[config.mk]
export PLATFORM = sky130hd
export DESIGN_NAME = icfe_ctrl
export DESIGN_NICKNAME = d
export VERILOG_FILES = /design/src/hdl/icfe_pkg.sv /design/src/hdl/icfe_ctrl.sv
export SDC_FILE = /design/constraint.sdc
export NUM_CORES = 1
export LEC_CHECK = 0
export ABC_AREA = 1
export BUFFER_PORTS_ARGS = -buffer_cell sky130_fd_sc_hd__buf_2
export CORE_AREA = 2 2 39 41
export CTS_CLUSTER_DIAMETER = 30
export DETAILED_ROUTE_END_ITERATION = 16
export DIE_AREA = 0 0 41 43
export GPL_ROUTABILITY_DRIVEN = 0
export SLEW_MARGIN = 10
export SYNTH_ARGS = -nofsm -noshare
export SYNTH_HDL_FRONTEND = slang
export SYNTH_SLANG_ARGS = --single-unit
export TNS_END_PERCENT = 5
[constraint.sdc]
create_clock -name clk -period 1.1 [get_ports clk]
set_input_delay 0.055 -clock clk [delete_from_list [all_inputs] [get_ports clk]]
set_output_delay 0.055 -clock clk [all_outputs]
set_load 0.01 [all_outputs]
[src/hdl/icfe_pkg.sv]
// ----------------------------------------------------------------------------
// icfe_pkg
// shared types and constants for the wolff cluster flip engine
// ----------------------------------------------------------------------------
package icfe_pkg;

  localparam int MAX_SIDE = 64;
  localparam int COORD_W = $clog2(MAX_SIDE);
  localparam int SITE_W = 2 * COORD_W;
  localparam int SITES = MAX_SIDE * MAX_SIDE;
  localparam int DEPTH_W = SITE_W + 1;

  localparam logic [1:0] FUNC_WRITE = 2'd0;
  localparam logic [1:0] FUNC_READ = 2'd1;
  localparam logic [1:0] FUNC_CLUSTER = 2'd2;

  localparam logic [1:0] REG_SIDE = 2'd0;
  localparam logic [1:0] REG_THRESHOLD = 2'd1;
  localparam logic [1:0] REG_SEED = 2'd2;

  typedef enum logic [3:0] {
    ST_CLEAR,
    ST_IDLE,
    ST_REDUCE,
    ST_RDSITE,
    ST_RDWAIT,
    ST_START,
    ST_TOP,
    ST_TOPWAIT,
    ST_NBR,
    ST_NBRWAIT,
    ST_TEST,
    ST_DONE
  } state_t;

  // commands from controller to datapath
  typedef struct packed {
    logic clear;        // lattice clearing pass after reset
    logic latch_in;     // capture the input word
    logic reduce;       // wrap coordinates into the side in use
    logic flip_start;   // flip start site, push it
    logic step_top;     // advance/pop top frame, issue neighbour read
    logic rd_nbr;       // hold neighbour address on the lattice read port
    logic test_nbr;     // draw and maybe join neighbour
    logic write_site;   // func write
    logic finish;       // emit result
  } cmd_t;

  typedef struct packed {
    logic [1:0] func;
    logic stack_empty;
    logic clear_done;
    logic coord_ok;
  } status_t;

  function automatic logic [31:0] xorshift(input logic [31:0] x);
    logic [31:0] y;
    y = x ^ (x << 13);
    y = y ^ (y >> 17);
    y = y ^ (y << 5);
    return y;
  endfunction

endpackage

[src/hdl/icfe_ctrl.sv]
// ----------------------------------------------------------------------------
// icfe_ctrl
// sequencer for site access and the depth-first cluster walk
// ----------------------------------------------------------------------------
module icfe_ctrl (
  input  logic               clk,
  input  logic               rst,
  input  logic               start,
  input  icfe_pkg::status_t  status,
  output icfe_pkg::cmd_t     cmd,
  output logic               busy
);

  icfe_pkg::state_t state, state_next;

  always_ff @(posedge clk) begin
    if (rst) begin
      state <= icfe_pkg::ST_CLEAR;
    end else begin
      state <= state_next;
    end
  end

  always_comb begin
    state_next = state;
    case (state)
      icfe_pkg::ST_CLEAR: begin
        if (status.clear_done) state_next = icfe_pkg::ST_IDLE;
      end
      icfe_pkg::ST_IDLE: begin
        if (start) state_next = icfe_pkg::ST_REDUCE;
      end
      icfe_pkg::ST_REDUCE: begin
        if (status.coord_ok) state_next = icfe_pkg::ST_RDSITE;
      end
      icfe_pkg::ST_RDSITE: state_next = icfe_pkg::ST_RDWAIT;
      icfe_pkg::ST_RDWAIT: begin
        if (status.func == icfe_pkg::FUNC_CLUSTER) state_next = icfe_pkg::ST_START;
        else state_next = icfe_pkg::ST_DONE;
      end
      icfe_pkg::ST_START: state_next = icfe_pkg::ST_TOP;
      icfe_pkg::ST_TOP: begin
        if (status.stack_empty) state_next = icfe_pkg::ST_DONE;
        else state_next = icfe_pkg::ST_TOPWAIT;
      end
      icfe_pkg::ST_TOPWAIT: state_next = icfe_pkg::ST_NBR;
      icfe_pkg::ST_NBR: state_next = icfe_pkg::ST_NBRWAIT;
      icfe_pkg::ST_NBRWAIT: state_next = icfe_pkg::ST_TEST;
      icfe_pkg::ST_TEST: state_next = icfe_pkg::ST_TOP;
      icfe_pkg::ST_DONE: state_next = icfe_pkg::ST_IDLE;
      default: state_next = icfe_pkg::ST_IDLE;
    endcase
  end

  always_comb begin
    cmd = '0;
    busy = 1'b1;
    case (state)
      icfe_pkg::ST_CLEAR: cmd.clear = 1'b1;
      icfe_pkg::ST_IDLE: begin
        busy = 1'b0;
        cmd.latch_in = start;
      end
      icfe_pkg::ST_REDUCE: cmd.reduce = 1'b1;
      icfe_pkg::ST_RDWAIT: cmd.write_site = (status.func == icfe_pkg::FUNC_WRITE);
      icfe_pkg::ST_START: cmd.flip_start = 1'b1;
      icfe_pkg::ST_NBR: cmd.step_top = 1'b1;
      icfe_pkg::ST_NBRWAIT: cmd.rd_nbr = 1'b1;
      icfe_pkg::ST_TEST: cmd.test_nbr = 1'b1;
      icfe_pkg::ST_DONE: cmd.finish = 1'b1;
      default: cmd = '0;
    endcase
  end

endmodule

==> results of run 1 <==
==> cell type report <==
| type | instances | area, um^2 |
|---|---|---|
| Timing Repair Buffer | 21 | 121.4 |
| Tap cell | 16 | 20.02 |
| Multi-Input combinational cell | 47 | 252.7 |
| Sequential cell | 4 | 90.09 |
| Fill cell | 152 | 828.3 |
| Clock buffer | 3 | 22.52 |
| Inverter | 13 | 48.80 |
==> kinds of logic (layout without fill, tap and decap cells) <==
family          Yosys count  in the layout  synth area share, %
compound gates            5              5                7.066
buf+inv                  13             37                13.78
flops                     4              4                22.62
simple gates             42             42                56.54
==> repair_timing <==
action / in CTS / in global routing
resized for setup: 9 / 7
hold endpoints to repair: 1 / 0
hold buffers: 1 / 0
endpoints found under the setup margin: 12 / 14
pin swaps: 2 / 2
setup buffers: 2 / 0
cloned: 0 / 0
==> how the worst max path moves through the flow <==
stage / start / endpoint / slack [ns] / depth (start not counted)
5_1_grt: state[0] / state[1] / -0.11 / 7
4_1_cts: state[0] / cmd[1] / -0.12 / 4
3_3_place_gp: state[1] / state[1] / -0.09 / 6
2_1_floorplan: state[3] / state[0] / 0.06 / 5
3_5_place_dp: state[1] / state[1] / -0.07 / 6
6_report: state[3] / cmd[8] / -0.05 / 4
==> Yosys cell counts (all sizes together) <==
cell / count / share of area, %
nor2: 20 / 23
inv: 13 / 14
nand2: 11 / 14
nand3: 6 / 8.5
dfxtp: 4 / 23
o21ai: 4 / 5.7
nor3: 3 / 7.4
a21oi: 1 / 1.4
nand4: 1 / 1.8
nor4: 1 / 1.8
==> stage by stage <==
step / setup TNS (ns) / setup WS [ns] / hold WS, ns / cells
finish: -0.2506 / -0.04977 / 0.1660 / 104
global route: -0.9527 / -0.1130 / 0.2049 / 104
CTS: -0.3432 / -0.1204 / 0.1683 / 104
detailed placement: -0.06857 / -0.06857 / 0.2528 / 98
global placement: -0.1380 / -0.08786 / 0.2503 / 98
floorplan: 0 / 0.06332 / 0.1274 / 64
==> worst reg2reg max path: stages (launching register included) <==
cell and delay [ns]:
dfxtp_4 0.36, nor2_4 0.12, buf_4 0.13, nand3_1 0.09, nand2_1 0.10, inv_2 0.05
a21oi_2 0.12, nor2_1 0.05
==> routing by layer <==
metal / track usage [%] / vias up
li1: - / 250
met1: 13.50 / 225
met2: 23.13 / 14
met3: 1.571 / 0
met4: 6.000 / 0
met5: 0 / -
==> power by group through the flow <==
stage,logic [mW],clock network [mW],registers (mW)
6_report,0.486,0.176,0.237
2_1_floorplan,0.263,0,0.207
3_3_place_gp,0.392,0,0.220
4_1_cts,0.450,0.184,0.231
5_1_grt,0.544,0.193,0.241
3_5_place_dp,0.391,0,0.218
==> impl_metrics.py, run 1 <==
metrics = {
    "synth": {
        "yosysSeqAreaShare_pct": 22.61,
        "syn_nets": 72,
        "synth_area_um2": 354.1,
        "syn_area_per_cell_um2": 5.533,
        "synthCells": 64,
        "ys_types": 15,
        "synth_seq_cells": 4,
        "synth_warnings": 0,
    },
    "setup_path": {
        "crit_path_max_incr_delay_ns": 0.35,
        "cp_slowest_cell": "dfxtp_2",
        "cp.required_ns": 1.04,
        "setup.worst_path.start_class": "flip-flop",
        "cp-end-kind": "output pin",
        "r2r-end": "state[1]",
        "worstPathMaxFanout": 6,
        "rr_startpoint": "state[0]",
        "path_delay_family": "flip-flops",
        "cp_cell_sequence": "nor2_2 -> inv_2 -> nor2_1 -> buf_2",
        "worstSetupPathType": "reg -> out",
        "path_buf_inv": 2,
        "r2r_setup_slack_ns": -0.03,
        "critPathArrivalTime_ns": 1.09,
        "reg2reg_depth": 7,
    },
    "route": {
        "wl_met2_um": 545,
        "post-route-drc-count": 0,
        "ant_nets": 0,
        "drt-met1-wl_um": 433,
        "drt_wl_total_mm": 1.041,
        "top_layer": "met3",
        "drt_iter0_markers": 4,
        "routed-wl-met3_um": 61,
        "via_per_inst": 4.702,
        "firstDrtPassIters": 4,
        "wl_per_cell_um": 10.01,
        "vias": 489,
    },
    "layout": {
        "top_regs": "state: 4 flops",
        "layout.cells.most_common_list": "buf_2 (17), nor2_1 (15), inv_1 (8)",
        "finalNetCount": 98,
        "largest_reg_flops": 4,
        "finalInstanceArea_um2": 555.5,
        "post-route-util_pct": 40.14,
        "diodes": 0,
        "top_register": "state",
        "drive_gt1_share_pct": 50.00,
        "final_common_cell": "buf_2",
        "area_growth_pct": 56.89,
    },
    "pwr": {
        "ir_drop_mv": 0.5777,
        "p_per_area_mw_per_mm2": 1619,
        "finalPower_mw": 0.8993,
        "p_leak_nw": 0.2862,
        "p_switching_mw": 0.3848,
        "p_comb_share_pct": 54.1,
        "p_sw_share_pct": 42.79,
        "p_int_mw": 0.5145,
        "power_frac_seq_pct": 26.4,
        "p_clk_share_pct": 19.5,
    },
    "min_path": {
        "min_path_type": "in -> reg",
        "hold-path-cell-count": 4,
        "min_to": "state[1]",
        "min_from": "status[0]",
    },
    "die": {
        "fp.dieH_um": 43,
        "core_area_mm2": 0.001384,
        "die_width_um": 41,
        "io_pins": 18,
        "die_area_mm2": 0.001763,
        "initial_core_util_pct": 25.59,
        "num_rows": 14,
    },
    "clock_tree": {
        "cts_sinks": 4,
        "clk_latency_ns": 0.23,
        "clkTransAtPathRegs_ns": 0.04,
        "root_buffer": "clkbuf_4",
        "cts_tree": "built",
        "cts.path.max_buffers": 2,
        "htreeDepth": 1,
        "numCtsBuffers": 3,
    },
    "outcome": {
        "status": "complete, but fails checks",
        "violations": "negative setup slack",
    },
    "sta": {
        "setup_ws_ns": -0.04977,
        "max_freq_mhz": 869.7,
        "relSlewSlack_pct": 84.99,
        "rsz0062_at_grt": "yes",
        "hold_viol": 0,
        "fin_worst_skew_ns": 0.002072,
        "min_period_over_period_pct": 104.5,
        "post-route-min-period_ns": 1.150,
        "drv_slew": 0,
        "final-setup-viol-count": 9,
        "max_slew.worst_pin.slew_ns": 0.2243,
    },
    "placed_design": {
        "place_hpwl_um": 774.4,
        "portBuffers": 17,
        "placed_area_um2": 466.7,
    },
    "job": {
        "maxCapViolCount": 0,
    },
    "grt": {
        "first_global_vias": 425,
        "grt_pass1_wl_mm": 1.580,
        "grt_use_total_pct": 12.85,
        "grt-ovfl-total": 0,
        "antenna_found_initial": 0,
        "grt_start_max_net_pins": 8,
    },
}
(Power assumes the default switching activity.)
==> inputs of run 2 (changes only) <==
ABC_AREA = 0   (was 1)
==> impl_metrics.py, run 2 <==
metrics = {
    "outcome": {
        "status": "complete, but fails checks",
        "violations": "negative setup slack",
    },
    "clock_tree": {
        "cts_sinks": 4,
        "numCtsBuffers": 3,
        "ctsHoldBuffers": 0,
        "clkTransAtPathRegs_ns": 0.04,
        "root_buffer": "clkbuf_4",
        "cts_tree": "built",
        "cts.path.max_buffers": 2,
        "htreeDepth": 1,
        "clk_latency_ns": 0.23,
    },
    "grt": {
        "grt_pass1_wl_mm": 1.856,
        "grt_start_max_net_pins": 9,
        "grt-ovfl-total": 0,
        "first_global_vias": 423,
        "grt_use_total_pct": 15.75,
        "antenna_found_initial": 0,
    },
    "synth": {
        "synth_compound_area_share_pct": 21.52,
        "synth_xor_area_share_pct": 0,
        "yosysSeqAreaShare_pct": 21.19,
        "syn_area_per_cell_um2": 8.040,
        "muxShareOfSynthArea_pct": 2.649,
        "async_reset_ff_share_pct": 0,
        "synthTopCellsByArea": "dfxtp_1 (21%), and3_1 (6.6%), nand2b_1 (5.0%)",
        "synth_top_family_by_area": "simple AND/OR/NAND/NOR gates",
        "synth-edff-count": 0,
        "synthFlopType": "dfxtp_1",
        "yosysTopAreaCell": "dfxtp_1",
        "synthCells": 47,
        "synth_warnings": 0,
        "synth_area_um2": 377.9,
        "syn_nets": 55,
        "synthAdderAreaFrac_pct": 0,
        "ys_top_cells_by_count": "and3_1 (4), dfxtp_1 (4), nor2_1 (4)",
        "ys_types": 27,
        "synthSimpleGateAreaFrac_pct": 45.70,
        "synth_seq_cells": 4,
        "synth_top_area_share_pct": 21.19,
    },
    "setup_path": {
        "cp_slowest_cell": "dfxtp_4",
        "setup.worst_path.start_class": "flip-flop",
        "reg2reg_depth": 4,
        "critPathArrivalTime_ns": 1.31,
        "rr_startpoint": "state[0]",
        "worstSetupPathType": "reg -> out",
        "crit_path_max_incr_delay_ns": 0.35,
        "r2r_setup_slack_ns": -0.19,
        "cp-end-kind": "output pin",
        "cp.required_ns": 1.04,
        "cp-startpoint": "state[0]",
        "worstPathMaxFanout": 5,
        "cp_cell_sequence": "buf_6 -> nor4b_4 -> nor3b_2 -> buf_2",
    },
    "placed_design": {
        "portBuffers": 17,
        "place_hpwl_um": 830.5,
        "post-place-ws_ns": -0.2048,
    },
    "layout": {
        "final_common_cell": "buf_2",
        "post-route-util_pct": 55.06,
        "layout.cells.most_common_list": "buf_2 (16), buf_4 (10), buf_6 (9)",
        "area_growth_pct": 101.7,
        "drive_gt1_share_pct": 67.90,
        "top_register": "state",
        "finalNetCount": 91,
        "largest_reg_flops": 4,
        "diodes": 0,
        "top_regs": "state: 4 flops",
        "fillCellCount": 120,
    },
    "min_path": {
        "min_path_type": "in -> reg",
        "min_from": "rst",
        "hold-path-cell-count": 2,
    },
    "sta": {
        "relSlewSlack_pct": 74.95,
        "rsz0062_at_grt": "yes",
        "max_slew.worst_pin.slew_ns": 0.3706,
        "min_period_over_period_pct": 124.1,
        "max_freq_mhz": 732.5,
        "post-route-min-period_ns": 1.365,
        "final-setup-viol-count": 14,
        "hold_viol": 0,
        "fin_worst_skew_ns": 0.001346,
        "drv_slew": 0,
        "setup_ws_ns": -0.2652,
    },
    "route": {
        "vias": 475,
        "drt_wl_total_mm": 1.209,
        "ant_nets": 0,
        "wl_per_cell_um": 12.46,
        "firstDrtPassIters": 2,
        "post-route-drc-count": 0,
        "drt_iter0_markers": 3,
        "via_per_inst": 4.897,
    },
    "die": {
        "fp.dieH_um": 43,
        "io_pins": 18,
        "core_area_mm2": 0.001384,
        "die_area_mm2": 0.001763,
        "die_width_um": 41,
        "num_rows": 14,
        "initial_core_util_pct": 27.31,
    },
    "job": {
        "maxCapViolCount": 0,
    },
    "pwr": {
        "p_per_area_mw_per_mm2": 2443,
        "p_leak_nw": 0.3545,
        "ir_drop_mv": 1.202,
    },
}
==> run 2: stage by stage <==
stage | area [um^2] | std cells | hold WS [ns] | power, mW | TNS [ns]
6_report | 762.0 | 97 | 0.04548 | 1.862 | -2.126
5_1_grt | 762.0 | 97 | 0.04506 | 1.991 | -2.840
4_1_cts | 739.5 | 97 | 0.04050 | 1.783 | -2.207
3_5_place_dp | 596.8 | 90 | 0.2895 | 1.271 | -1.271
3_3_place_gp | 596.8 | 90 | 0.2839 | 1.258 | -1.009
2_1_floorplan | 396.6 | 47 | 0.1167 | 0.8465 | -0.3347
==> run 2: worst paths after layout <==
| path | end |
|---|---|
| worst min register to register | state[1] |
| worst min-delay path | state[3] |
| worst max-delay path | cmd[1] |
| worst max register to register | state[2] |
==> run 2: report_power, final <==
group	switching, mW	total (mW)	internal, mW
Clock	0.0601	0.182	0.122
Sequential	0.115	0.340	0.225
Combinational	0.529	1.34	0.811
==> run 2: layout make-up <==
class / count / area (um^2) / share of cell area [%]
multi-input cells: 37 / 344.1 / 45.16
repair buffers: 36 / 276.5 / 36.29
flip-flops and latches: 4 / 95.09 / 12.48
clock buffers: 3 / 22.52 / 2.956
well taps: 16 / 20.02 / 2.627
inverters: 1 / 3.754 / 0.4926
==> run 2: critical path: cells and delay by family, from the launching register on <==
| family | cells | cell delay, ns |
|---|---|---|
| buffers and inverters | 2 | 0.27 |
| AND/OR/NAND/NOR | 2 | 0.46 |
| flip-flops | 1 | 0.35 |
==> run 2: logic make-up (layout without fill, tap and decap cells) <==
group	after synthesis	count (layout)
buffers and inverters	6	40
muxes	1	1
and+or+nand+nor	26	26
AOI/OAI and AO/OA	10	10
DFF	4	4
==> run 2: metal layers <==
layer	up-vias	track usage (%)	routed length, um
li1	246	-	-
met1	223	23.72	592
met2	6	21.25	595
met3	0	1.571	22
met4	0	8.000	0
met5	-	0	0
==> run 2: timing repair <==
item / in CTS / in global routing
setup endpoints to repair: 14 / 14
buffers inserted: 4 / 0
resized for setup: 23 / 4
pin swaps: 6 / 1
